--- src/rtl/upe_pkg.sv ---
// Package for the UTF-8 percent encoder: widths, queue entry type,
// character constants and the byte classification helpers.
// No dependencies.
`default_nettype none

package upe_pkg;

    localparam int CP_W        = 21;
    localparam int CHAR_W      = 7;
    localparam int BYTE_W      = 8;
    localparam int MAX_BYTES   = 4;
    localparam int QUEUE_DEPTH = 2;

    localparam logic [CHAR_W-1:0] CHAR_PCT  = 7'h25;  // '%'
    localparam logic [CHAR_W-1:0] CHAR_DASH = 7'h2D;  // '-'

    // One encoded code point: UTF-8 bytes in order, index of the last byte,
    // and the end-of-text flag.
    typedef struct packed {
        logic [MAX_BYTES-1:0][BYTE_W-1:0] bytes;
        logic [1:0]                       last_idx;
        logic                             text_end;
    } upe_entry_t;

    // Queue occupancy seen by the front and back.
    typedef struct packed {
        logic full;
        logic empty;
    } upe_q_stat_t;

    // Letter, digit or dash: the byte goes out unescaped.
    function automatic logic passes_through(input logic [BYTE_W-1:0] b);
        logic is_digit;
        logic is_upper;
        logic is_lower;
        begin
            is_digit = (b >= 8'h30) && (b <= 8'h39);
            is_upper = (b >= 8'h41) && (b <= 8'h5A);
            is_lower = (b >= 8'h61) && (b <= 8'h7A);
            return is_digit || is_upper || is_lower || (b == {1'b0, CHAR_DASH});
        end
    endfunction

    // Uppercase hex digit for one nibble.
    function automatic logic [CHAR_W-1:0] hex_char(input logic [3:0] n);
        begin
            if (n < 4'd10)
            begin
                return 7'h30 + {3'b000, n};
            end
            return 7'h37 + {3'b000, n};
        end
    endfunction

endpackage

`default_nettype wire

--- src/rtl/upe_ifs.sv ---
// Channel interfaces of the UTF-8 percent encoder: code point input and
// character output, each with valid/ready. Depends on upe_pkg.
`default_nettype none

interface upe_cp_if;
    logic                     valid;
    logic                     ready;
    logic [upe_pkg::CP_W-1:0] code_point;
    logic                     text_end;

    modport source (output valid, output code_point, output text_end, input ready);
    modport sink   (input valid, input code_point, input text_end, output ready);
endinterface

interface upe_char_if;
    logic                       valid;
    logic                       ready;
    logic [upe_pkg::CHAR_W-1:0] out_char;
    logic                       run_last;
    logic                       text_done;

    modport source (output valid, output out_char, output run_last, output text_done,
                    input ready);
    modport sink   (input valid, input out_char, input run_last, input text_done,
                    output ready);
endinterface

`default_nettype wire

--- src/rtl/upe_front.sv ---
// Front end: accept a code point and split it into UTF-8 bytes for the queue.
// Depends on upe_pkg and upe_ifs.
`default_nettype none

module upe_front (
    upe_cp_if.sink                code,
    input  upe_pkg::upe_q_stat_t  q_stat,
    output logic                  push,
    output upe_pkg::upe_entry_t   entry
);
    import upe_pkg::*;

    logic [CP_W-1:0] cp;

    assign cp         = code.code_point;
    assign code.ready = !q_stat.full;
    assign push       = code.valid && !q_stat.full;

    always_comb
    begin
        entry          = '0;
        entry.text_end = code.text_end;
        if (cp <= 21'h00007F)
        begin
            entry.bytes[0] = {1'b0, cp[6:0]};
            entry.last_idx = 2'd0;
        end
        else if (cp <= 21'h0007FF)
        begin
            entry.bytes[0] = {3'b110, cp[10:6]};
            entry.bytes[1] = {2'b10, cp[5:0]};
            entry.last_idx = 2'd1;
        end
        else if (cp <= 21'h00FFFF)
        begin
            entry.bytes[0] = {4'b1110, cp[15:12]};
            entry.bytes[1] = {2'b10, cp[11:6]};
            entry.bytes[2] = {2'b10, cp[5:0]};
            entry.last_idx = 2'd2;
        end
        else
        begin
            entry.bytes[0] = {5'b11110, cp[20:18]};
            entry.bytes[1] = {2'b10, cp[17:12]};
            entry.bytes[2] = {2'b10, cp[11:6]};
            entry.bytes[3] = {2'b10, cp[5:0]};
            entry.last_idx = 2'd3;
        end
    end

endmodule

`default_nettype wire

--- src/rtl/upe_queue.sv ---
// Short queue of encoded code points between front and back end.
// Depends on upe_pkg.
`default_nettype none

module upe_queue #(
    parameter int Depth = upe_pkg::QUEUE_DEPTH
) (
    input  logic                 clk,
    input  logic                 rst_n,
    input  logic                 push,
    input  upe_pkg::upe_entry_t  wr_entry,
    input  logic                 pop,
    output upe_pkg::upe_entry_t  head,
    output upe_pkg::upe_q_stat_t q_stat
);
    import upe_pkg::*;

    localparam int PtrW = (Depth > 1) ? $clog2(Depth) : 1;
    localparam int CntW = $clog2(Depth + 1);
    localparam logic [PtrW-1:0] LastPtr = PtrW'(Depth - 1);
    localparam logic [CntW-1:0] FullCnt = CntW'(Depth);

    upe_entry_t      mem [Depth];
    logic [PtrW-1:0] wr_ptr_reg, wr_ptr_next;
    logic [PtrW-1:0] rd_ptr_reg, rd_ptr_next;
    logic [CntW-1:0] count_reg, count_next;
    logic            do_push;
    logic            do_pop;

    assign q_stat.full  = (count_reg == FullCnt);
    assign q_stat.empty = (count_reg == '0);
    assign do_push      = push && !q_stat.full;
    assign do_pop       = pop && !q_stat.empty;
    assign head         = mem[rd_ptr_reg];

    always_comb
    begin
        wr_ptr_next = wr_ptr_reg;
        rd_ptr_next = rd_ptr_reg;
        count_next  = count_reg;
        if (do_push)
        begin
            wr_ptr_next = (wr_ptr_reg == LastPtr) ? '0 : wr_ptr_reg + 1'b1;
        end
        if (do_pop)
        begin
            rd_ptr_next = (rd_ptr_reg == LastPtr) ? '0 : rd_ptr_reg + 1'b1;
        end
        if (do_push && !do_pop)
        begin
            count_next = count_reg + 1'b1;
        end
        else if (do_pop && !do_push)
        begin
            count_next = count_reg - 1'b1;
        end
    end

    always_ff @(posedge clk or negedge rst_n)
    begin
        if (!rst_n)
        begin
            wr_ptr_reg <= '0;
            rd_ptr_reg <= '0;
            count_reg  <= '0;
        end
        else
        begin
            wr_ptr_reg <= wr_ptr_next;
            rd_ptr_reg <= rd_ptr_next;
            count_reg  <= count_next;
        end
    end

    always_ff @(posedge clk)
    begin
        if (do_push)
        begin
            mem[wr_ptr_reg] <= wr_entry;
        end
    end

endmodule

`default_nettype wire

--- src/rtl/upe_back.sv ---
// Back end: walk the head entry's bytes, one output character per cycle
// unless stalled, into a registered output stage. Depends on upe_pkg, upe_ifs.
`default_nettype none

module upe_back (
    input  logic                 clk,
    input  logic                 rst_n,
    input  upe_pkg::upe_entry_t  head,
    input  upe_pkg::upe_q_stat_t q_stat,
    output logic                 pop,
    upe_char_if.source           chars
);
    import upe_pkg::*;

    localparam logic [1:0] PH_FIRST = 2'd0;  // pass-through byte or '%'
    localparam logic [1:0] PH_HI    = 2'd1;  // high hex digit
    localparam logic [1:0] PH_LO    = 2'd2;  // low hex digit

    logic [1:0]        byte_idx_reg, byte_idx_next;
    logic [1:0]        phase_reg, phase_next;
    logic              valid_reg, valid_next;
    logic [CHAR_W-1:0] char_reg, char_next;
    logic              run_last_reg, run_last_next;
    logic              text_done_reg, text_done_next;

    logic [BYTE_W-1:0] cur_byte;
    logic              is_plain;
    logic              byte_done;
    logic              entry_done;
    logic              advance;
    logic              emit;
    logic [CHAR_W-1:0] cur_char;

    assign cur_byte   = head.bytes[byte_idx_reg];
    assign is_plain   = passes_through(cur_byte);
    assign byte_done  = is_plain || (phase_reg == PH_LO);
    assign entry_done = byte_done && (byte_idx_reg == head.last_idx);
    assign advance    = !valid_reg || chars.ready;
    assign emit       = advance && !q_stat.empty;
    assign pop        = emit && entry_done;

    always_comb
    begin
        case (phase_reg)
            PH_FIRST: cur_char = is_plain ? cur_byte[CHAR_W-1:0] : CHAR_PCT;
            PH_HI:    cur_char = hex_char(cur_byte[7:4]);
            PH_LO:    cur_char = hex_char(cur_byte[3:0]);
            default:  cur_char = CHAR_PCT;
        endcase
    end

    always_comb
    begin
        byte_idx_next  = byte_idx_reg;
        phase_next     = phase_reg;
        valid_next     = valid_reg;
        char_next      = char_reg;
        run_last_next  = run_last_reg;
        text_done_next = text_done_reg;
        if (advance)
        begin
            valid_next = !q_stat.empty;
        end
        if (emit)
        begin
            char_next      = cur_char;
            run_last_next  = entry_done;
            text_done_next = entry_done && head.text_end;
            if (entry_done)
            begin
                byte_idx_next = '0;
                phase_next    = PH_FIRST;
            end
            else if (byte_done)
            begin
                byte_idx_next = byte_idx_reg + 1'b1;
                phase_next    = PH_FIRST;
            end
            else
            begin
                phase_next = phase_reg + 1'b1;
            end
        end
    end

    always_ff @(posedge clk or negedge rst_n)
    begin
        if (!rst_n)
        begin
            byte_idx_reg <= '0;
            phase_reg    <= PH_FIRST;
            valid_reg    <= 1'b0;
        end
        else
        begin
            byte_idx_reg <= byte_idx_next;
            phase_reg    <= phase_next;
            valid_reg    <= valid_next;
        end
    end

    always_ff @(posedge clk)
    begin
        char_reg      <= char_next;
        run_last_reg  <= run_last_next;
        text_done_reg <= text_done_next;
    end

    assign chars.valid     = valid_reg;
    assign chars.out_char  = char_reg;
    assign chars.run_last  = run_last_reg;
    assign chars.text_done = text_done_reg;

endmodule

`default_nettype wire

--- src/rtl/utf8_percent_encoder.sv ---
// UTF-8 percent encoder, top level: front end, queue and back end.
// Depends on upe_pkg, upe_ifs, upe_front, upe_queue and upe_back.
//
// Usage
//   code  : one transaction per Unicode code point (21 bits) plus text_end.
//   chars : one transaction per ASCII output character, with run_last on the
//           final character of a code point and text_done where that code
//           point also carried text_end.
//   Each code point is split into 1 to 4 UTF-8 bytes; letters, digits and
//   '-' pass as one character, every other byte becomes '%' and two
//   uppercase hex digits, so a code point gives 1 to 12 characters.
// Ordering and throughput
//   When the queue is empty, a code point is first written into the queue,
//   then its first character into the output register. The back end
//   sequencer issues one character per cycle while the queue holds an
//   entry and the output is not stalled; the front end takes a new code
//   point every cycle while the queue has room.
// Reset
//   rst_n clears the queue pointers, the sequencer and the output valid;
//   nothing else needs clearing.
// Stalls
//   When chars.ready is low the output register holds its character; the
//   queue keeps filling until full, then code.ready drops.
`default_nettype none

module utf8_percent_encoder #(
    parameter int QueueDepth = upe_pkg::QUEUE_DEPTH
) (
    input  logic       clk,
    input  logic       rst_n,
    upe_cp_if.sink     code,
    upe_char_if.source chars
);
    import upe_pkg::*;

    upe_entry_t  wr_entry;
    upe_entry_t  head;
    upe_q_stat_t q_stat;
    logic        push;
    logic        pop;

    // Classify and split the incoming code point.
    upe_front u_front (
        .code   (code),
        .q_stat (q_stat),
        .push   (push),
        .entry  (wr_entry)
    );

    // Decouple acceptance from character issue.
    upe_queue #(
        .Depth (QueueDepth)
    ) u_queue (
        .clk      (clk),
        .rst_n    (rst_n),
        .push     (push),
        .wr_entry (wr_entry),
        .pop      (pop),
        .head     (head),
        .q_stat   (q_stat)
    );

    // Issue characters, advance through bytes, drop the entry when done.
    upe_back u_back (
        .clk    (clk),
        .rst_n  (rst_n),
        .head   (head),
        .q_stat (q_stat),
        .pop    (pop),
        .chars  (chars)
    );

endmodule

`default_nettype wire

--- src/flat_wrapper.sv ---
// flat-port wrapper written by rule: the top's interface ports become plain ports
module utf8_percent_encoder_flat import upe_pkg::*;
#(
    parameter int QueueDepth = upe_pkg::QUEUE_DEPTH
)
  (clk, rst_n, code_valid, code_code_point, code_text_end, code_ready, chars_valid, chars_out_char, chars_run_last, chars_text_done, chars_ready);
  upe_cp_if code_i ();
  upe_char_if chars_i ();
  input  logic clk;
  input  logic rst_n;
  input wire logic [$bits(code_i.valid)-1:0] code_valid;
  input wire logic [$bits(code_i.code_point)-1:0] code_code_point;
  input wire logic [$bits(code_i.text_end)-1:0] code_text_end;
  output wire logic [$bits(code_i.ready)-1:0] code_ready;
  output wire logic [$bits(chars_i.valid)-1:0] chars_valid;
  output wire logic [$bits(chars_i.out_char)-1:0] chars_out_char;
  output wire logic [$bits(chars_i.run_last)-1:0] chars_run_last;
  output wire logic [$bits(chars_i.text_done)-1:0] chars_text_done;
  input wire logic [$bits(chars_i.ready)-1:0] chars_ready;
  assign code_i.valid = code_valid;
  assign code_i.code_point = code_code_point;
  assign code_i.text_end = code_text_end;
  assign code_ready = code_i.ready;
  assign chars_valid = chars_i.valid;
  assign chars_out_char = chars_i.out_char;
  assign chars_run_last = chars_i.run_last;
  assign chars_text_done = chars_i.text_done;
  assign chars_i.ready = chars_ready;
  utf8_percent_encoder #(.QueueDepth(QueueDepth)) u_core (.clk(clk), .rst_n(rst_n), .code(code_i), .chars(chars_i));
endmodule
--- config.mk ---
export PLATFORM = sky130hd
export DESIGN_NAME = utf8_percent_encoder_flat
export DESIGN_NICKNAME = d
export VERILOG_FILES = /design/src/rtl/upe_pkg.sv /design/src/rtl/upe_ifs.sv /design/src/rtl/upe_front.sv /design/src/rtl/upe_queue.sv /design/src/rtl/upe_back.sv /design/src/rtl/utf8_percent_encoder.sv /design/src/flat_wrapper.sv
export SDC_FILE = /design/constraint.sdc
export NUM_CORES = 1
export LEC_CHECK = 0
export BUFFER_PORTS_ARGS = -buffer_cell sky130_fd_sc_hd__buf_4
export CORE_MARGIN = 1
export CORE_UTILIZATION = 35
export DETAILED_ROUTE_END_ITERATION = 8
export HOLD_SLACK_MARGIN = 0.03
export PLACE_DENSITY_LB_ADDON = 0.2
export SYNTH_ARGS = -nofsm -noshare
export SYNTH_HDL_FRONTEND = slang
export SYNTH_SLANG_ARGS = --single-unit
--- constraint.sdc ---
create_clock -name clk -period 4.9 [get_ports clk]
set_input_delay 0.49 -clock clk [delete_from_list [all_inputs] [get_ports clk]]
set_output_delay 0.49 -clock clk [all_outputs]
set_load 0.02 [all_outputs]
## Yosys cells after proc, flatten, opt, wreduce, memory -nomap -nowiden

Memory sizes are Yosys's and may differ from the RTL's.
Index checks and enable logic that the tools add are counted.

- Register bits: 18
- Latch bits: 0
- Memory bits (writable): 70
- ROM bits: 0
- Bits of input ports: 26
- Output and inout bits: 11
- Memories kept: 1

- $add $sub $neg: 10
- Multiply operators: 0
- Div/mod/pow operators: 0
- Order comparisons: 12
- Equality and inequality tests: 5
- Shift operators: 0
- Multiplexer cells: 28
- Bitwise logic cells: 0
- Reductions and logical operators: 27

Memories:

| memory | words | bits a word | read ports | clocked after Yosys merged registers in | write ports | line | text |
|---|---|---|---|---|---|---|---|
| u_core.u_queue.mem | 2 | 35 | 1 | 0 | 1 | upe_queue.sv:23 | `upe_entry_t mem [Depth];` |

Operator list:

| operator | number |
|---|---|
| 2-to-1 mux 24 bit | 2 |
| 2-to-1 mux 7 bit | 5 |
| adder 6 x 4 -> 7 bit, first input constant | 4 |
| <= comparator 21 x 11 -> 1 bit, second input constant | 1 |
| <= comparator 21 x 16 -> 1 bit, second input constant | 1 |
| <= comparator 21 x 7 -> 1 bit, second input constant | 1 |
| one-hot mux 7 bit (3 select lines) | 1 |
| 2-to-1 mux 18 bit | 1 |
| binary-select mux 8 bit (select 2 bit) | 1 |
| greater-or-equal comparator 8 x 7 -> 1 bit, second input constant | 2 |
| <= comparator 8 x 7 -> 1 bit, second input constant | 2 |
| 2-to-1 mux 16 bit | 1 |
| 2-to-1 mux 8 bit | 2 |
| logical AND 1 bit | 12 |
| 2-to-1 mux 2 bit | 6 |
| 2-to-1 mux 10 bit | 1 |
| == test 8 x 6 -> 1 bit, second input constant | 1 |
| greater-or-equal comparator 8 x 6 -> 1 bit, second input constant | 1 |
| <= comparator 8 x 6 -> 1 bit, second input constant | 1 |
| less-than comparator 4 bit, second input constant | 2 |
| 2-to-1 mux 1 bit | 8 |
| adder 2 x 1 -> 2 bit, second input constant | 3 |
| logical NOT 1 bit | 5 |
| logical OR 1 bit | 5 |
| other kinds (9) | 13 |

## Longest topological paths before layout

An unclocked memory read counts as a cell.

- Word-level depth: 15
- Mapped depth: 18
- Depth with buffers taken out: 15

## Hierarchy

A second synthesis with hierarchy kept.

- Cells, all modules: 357
- Area, all modules: 4854.7 um2

Modules (own cells, without submodules):

| module | instances | cells an instance | area an instance (um2) |
|---|---|---|---|
| upe_queue | 1 | 128 | 2872.8 |
| upe_back | 1 | 144 | 1432.6 |
| upe_front | 1 | 85 | 549.3 |

## Worst setup path after synthesis

OpenSTA, ideal clock, no wires.

- Kind: flip-flop to flip-flop
- Start: register u_core.u_queue.rd_ptr_reg
- End: register u_core.u_queue.count_reg[1]
- Arrival time: 3.682 ns
- Data required time: 4.821 ns
- Setup slack: 1.139 ns
- Cell stages (with the launch flop): 17
- Path through: dfrtp_1 > buf_6 > buf_6 > buf_2 > mux4_2 > mux2i_1 > inv_1 > ha_1 > nor4_1 > nand2_1 > a32oi_1 > nor3_1 > or3_1 > ha_1 > xor2_1 > nor2_1 > xor2_1

- Word-level cells in the longest chain between the ends: 15

RTL lines:

| what | line | text |
|---|---|---|
| from (decl) | upe_queue.sv:25 | `logic [PtrW-1:0] rd_ptr_reg, rd_ptr_next;` |
| from (signal assigned) | upe_queue.sv:70 | `rd_ptr_reg <= rd_ptr_next;` |
| memory (2 x 35 bit) (*) | - |  |
| binary-select mux 8 bit (select 2 bit) | upe_back.sv:34 | `assign cur_byte = head.bytes[byte_idx_reg];` |
| 2-to-1 mux 8 bit (not written as such) | upe_back.sv:34 |  |
| greater-or-equal comparator 8 x 6 -> 1 bit, or another cell as far along | upe_pkg.sv:37 | `is_digit = (b >= 8'h30) && (b <= 8'h39);` |
| logical AND 1 bit (on tied branches) | upe_pkg.sv:37, upe_pkg.sv:38 |  |
| logical OR 1 bit (3 in a row) | upe_pkg.sv:40 | `return is_digit \|\| is_upper \|\| is_lower \|\| (b == {1'b0, CHAR_DASH});` |
| logical OR 1 bit | upe_back.sv:36 | `assign byte_done = is_plain \|\| (phase_reg == PH_LO);` |
| logical AND 1 bit (*) | upe_back.sv:37 | `assign entry_done = byte_done && (byte_idx_reg == head.last_idx);` |
| logical AND 1 bit (*) | upe_back.sv:40 | `assign pop = emit && entry_done;` |
| logical AND 1 bit (*) | upe_queue.sv:33 | `assign do_pop = pop && !q_stat.empty;` |
| logical NOT 1 bit | upe_queue.sv:49 | `if (do_push && !do_pop)` |
| logical AND 1 bit | upe_queue.sv:49 |  |
| 2-to-1 mux 2 bit or nonzero test 2 bit (tied branches) | - |  |
| to (signal assigned) | upe_queue.sv:71 | `count_reg <= count_next;` |
| to (decl) | upe_queue.sv:26 | `logic [CntW-1:0] count_reg, count_next;` |

Every way passes the cells marked *; elsewhere a longest branch is shown, timed or not. The select of a mux whose other input is x is not followed.
A chain may end at the register's enable or synchronous reset.

## Worst setup path after layout

Ends and elaborated chain as after synthesis.

==> flow_metrics.py <==
metrics = {
    "timing": {
        "period_share": 0.8619,
        "maxSlewHeadroom": 0.4430,
        "rsz0062_at_grt": "no",
        "worstMarginPinSlew_ns": 0.8354,
        "fmax_ghz": 0.2368,
        "finalMaxSlewViolations": 0,
        "fin_setup_tns_ns": 0,
        "skew_ns": 0.006443,
        "hold_viol_final": 0,
        "period_needed_ns": 4.223,
        "setup_violations": 0,
    },
    "setup_path": {
        "critPathArrivalTime_ns": 4.48,
        "end_kind": "flop",
        "critPathRequiredTime_ns": 5.16,
        "start_kind": "flop",
        "regToRegEndpoint": "u_core.u_queue.count_reg[1]",
        "path_class": "flop to flop",
        "reg2reg_from": "u_core.u_queue.rd_ptr_reg",
        "r2r_cells": 13,
        "worstPathMaxFanout": 15,
        "reg2reg_slack_ns": 0.68,
    },
    "clocking": {
        "root_buffer": "clkbuf_16",
        "ctsHoldBuffers": 1,
        "cts.sinks": 78,
        "clockBufferDepth": 2,
        "clk_pin_slew_worst_paths_ns": 0.06,
        "htree_levels": 3,
        "clock_latency_ns": 0.33,
        "cts_tree": "built",
        "post_cts_buffers": 0,
        "cts_resized": 0,
        "cts_buffers": 9,
    },
    "min_path": {
        "hold_path.class": "input pin to flop",
        "min_from": "code_text_end",
        "hold_path_depth": 1,
        "min_to": "u_core.u_queue.mem[1][0]",
    },
    "power_and_ir_drop": {
        "power_density_nw_per_um2": 634.0,
        "p_leak_nw": 1.714,
        "power_mw": 3.021,
        "max-vdd-ir-drop_v": 0.0003037,
    },
    "die": {
        "io_pins": 37,
        "fp.coreArea_sq_um": 11030,
        "die_x_um": 109.3,
        "start_util": 0.3650,
        "die-area_sq_um": 11940,
        "row_count": 38,
        "die_h_um": 109.3,
    },
    "final_layout": {
        "nets": 386,
        "area_growth_pct": 18.33,
        "largest_register": "u_core.u_queue.mem",
        "diodes": 0,
        "fill_cells": 1025,
        "drive_above_1_share": 0.2238,
        "largest_reg_flops": 60,
    },
    "logic_synthesis": {
        "ys_seq_elements": 78,
        "synth_flop_cell": "edfxtp_1",
        "synth_edf_count": 69,
        "synthCells": 310,
        "synth_cell_types": 45,
        "syn-cell-area_sq_um": 4026,
        "ys_warn_count": 0,
        "syn_avg_cell_area_sq_um": 12.99,
        "synth_nets": 348,
        "synthArstFlopShare": 0.1154,
        "ys_seq_area_frac": 0.5705,
    },
    "place": {
        "place.gp.congestion": 0.8563,
        "portBuffers": 36,
        "dp_hpwl_mm": 6.066,
    },
    "detailed_routing": {
        "drt_iter0_markers": 154,
        "wl_per_cell_um": 17.18,
        "drt_pre_antenna_iters": 4,
        "via_per_inst": 5.278,
        "finalWirelength_mm": 8.469,
        "final_antenna_net_count": 0,
        "vias": 2602,
        "drc_errors": 0,
    },
    "grt": {
        "globalRouteOverflowTotal": 0,
        "grt_max_degree": 31,
        "grtUsageTotal": 0.1571,
        "grt_pass1_vias": 2642,
        "grt_pass1_wl_mm": 13.81,
        "antenna_found_initial": 0,
    },
    "flow_run": {
        "cap_violations": 0,
    },
    "status": {
        "run_status": "finished, final reports clean",
    },
}
## worst max-delay path: stages, from the launching register on
cell	delay [ns]
dfrtp_1	0.79
mux4_2	0.58
mux2i_1	0.41
inv_1	0.19
ha_1	0.24
nor4_1	0.36
nand2_1	0.14
a32oi_1	0.33
nor3_1	0.15
or3_1	0.37
ha_1	0.20
xor2_1	0.14
nor2_1	0.11
xor2_1	0.14
## layer usage
metal,wire length (um),GRT usage,share of wire
met1,3941,0.2026,0.47
met5,0,0,0
met4,152,0.06190,0.018
met3,356,0.03825,0.042
met2,4020,0.2543,0.47
## cells by family after synthesis
logic type | Yosys count | share of synthesized area
AND/OR/NAND/NOR | 94 | 0.1094
adder cells (fa/ha/maj) | 12 | 0.03729
XOR/XNOR | 9 | 0.01958
AO/OA/AOI/OAI | 58 | 0.1035
multiplexers | 32 | 0.1299
buffers and inverters | 27 | 0.02983
flip-flops | 78 | 0.5705
## synth_stat cells (all sizes together), types with 2 or more instances
cell / instances / share of area
or3: 3 / 0.0047
buf: 5 / 0.0093
a32o: 2 / 0.0050
a31oi: 4 / 0.0062
edfxtp: 69 / 0.51
a211oi: 7 / 0.013
a22o: 6 / 0.013
and2: 9 / 0.014
nand2b: 4 / 0.0062
a211o: 2 / 0.0044
dfrtp: 9 / 0.056
nand2: 20 / 0.019
o21ai: 8 / 0.0099
ha: 12 / 0.037
xnor2: 5 / 0.011
a21oi: 13 / 0.017
nor3: 9 / 0.011
nor4: 3 / 0.0047
a222oi: 2 / 0.0050
inv: 13 / 0.012
mux4: 13 / 0.073
nand4: 3 / 0.0047
nor2b: 2 / 0.0031
clkbuf: 9 / 0.0084
and3: 3 / 0.0047
a221o: 2 / 0.0050
mux2i: 13 / 0.040
nor2: 36 / 0.034
a21o: 2 / 0.0037
o32ai: 4 / 0.0087
o211ai: 2 / 0.0037
xor2: 4 / 0.0087
mux2: 6 / 0.017
## worst max path at each step
stage	start	endpoint	cells past startpoint
floorplan	u_core.u_queue.rd_ptr_reg	u_core.u_queue.count_reg[1]	16
global placement	u_core.u_queue.rd_ptr_reg	u_core.u_queue.count_reg[1]	12
detailed placement	u_core.u_queue.rd_ptr_reg	u_core.u_queue.count_reg[1]	12
CTS	u_core.u_queue.rd_ptr_reg	u_core.u_queue.count_reg[1]	13
global route	u_core.u_queue.rd_ptr_reg	u_core.u_queue.count_reg[1]	13
finish	u_core.u_queue.rd_ptr_reg	u_core.u_queue.count_reg[1]	13
## report_power, final
group	switching (mW)	total (mW)	internal, mW
Sequential	0.128	1.08	0.949
Clock	0.264	0.711	0.446
Combinational	0.723	1.23	0.510
Total	1.12	3.02	1.91
## final cells by class
| class | instances | area (sq um) | area share |
|---|---|---|---|
| clock buffer | 9 | 225.2 | 0.04727 |
| clock inverter | 7 | 96.34 | 0.02022 |
| inverter | 13 | 48.80 | 0.01024 |
| multi-input combinational | 205 | 1612 | 0.3382 |
| sequential | 78 | 2297 | 0.4821 |
| tap | 140 | 175.2 | 0.03676 |
| timing repair buffer | 41 | 310.3 | 0.06513 |
## per-stage QoR
step | setup WS (ns) | instance area [sq um] | utilization | hold slack [ns] | std cells
2_1_floorplan | 1.139 | 4026 | - | 0.1944 | 310
3_3_place_gp | 0.7403 | 4433 | 0.4019 | 0.3255 | 476
3_5_place_dp | 0.6605 | 4433 | 0.4019 | 0.3270 | 476
4_1_cts | 0.6419 | 4765 | 0.4319 | 0.3293 | 493
5_1_grt | 0.3378 | 4765 | 0.4319 | 0.3286 | 493
6_report | 0.6765 | 4765 | 0.4319 | 0.3420 | 493
## layout by cell type (no fill, tap or decap), types with 6 or more instances in the layout
cell	n
mux4_2	13
inv_1	13
edfxtp_1	69
ha_1	12
dfrtp_1	9
clkbuf_16	9
a22o_1	6
and2_1	9
nand2_1	20
buf_4	40
nor3_1	9
nor2_1	35
a21oi_1	12
mux2i_1	9
a211oi_1	7
Power figures use the tool's default switching activity.
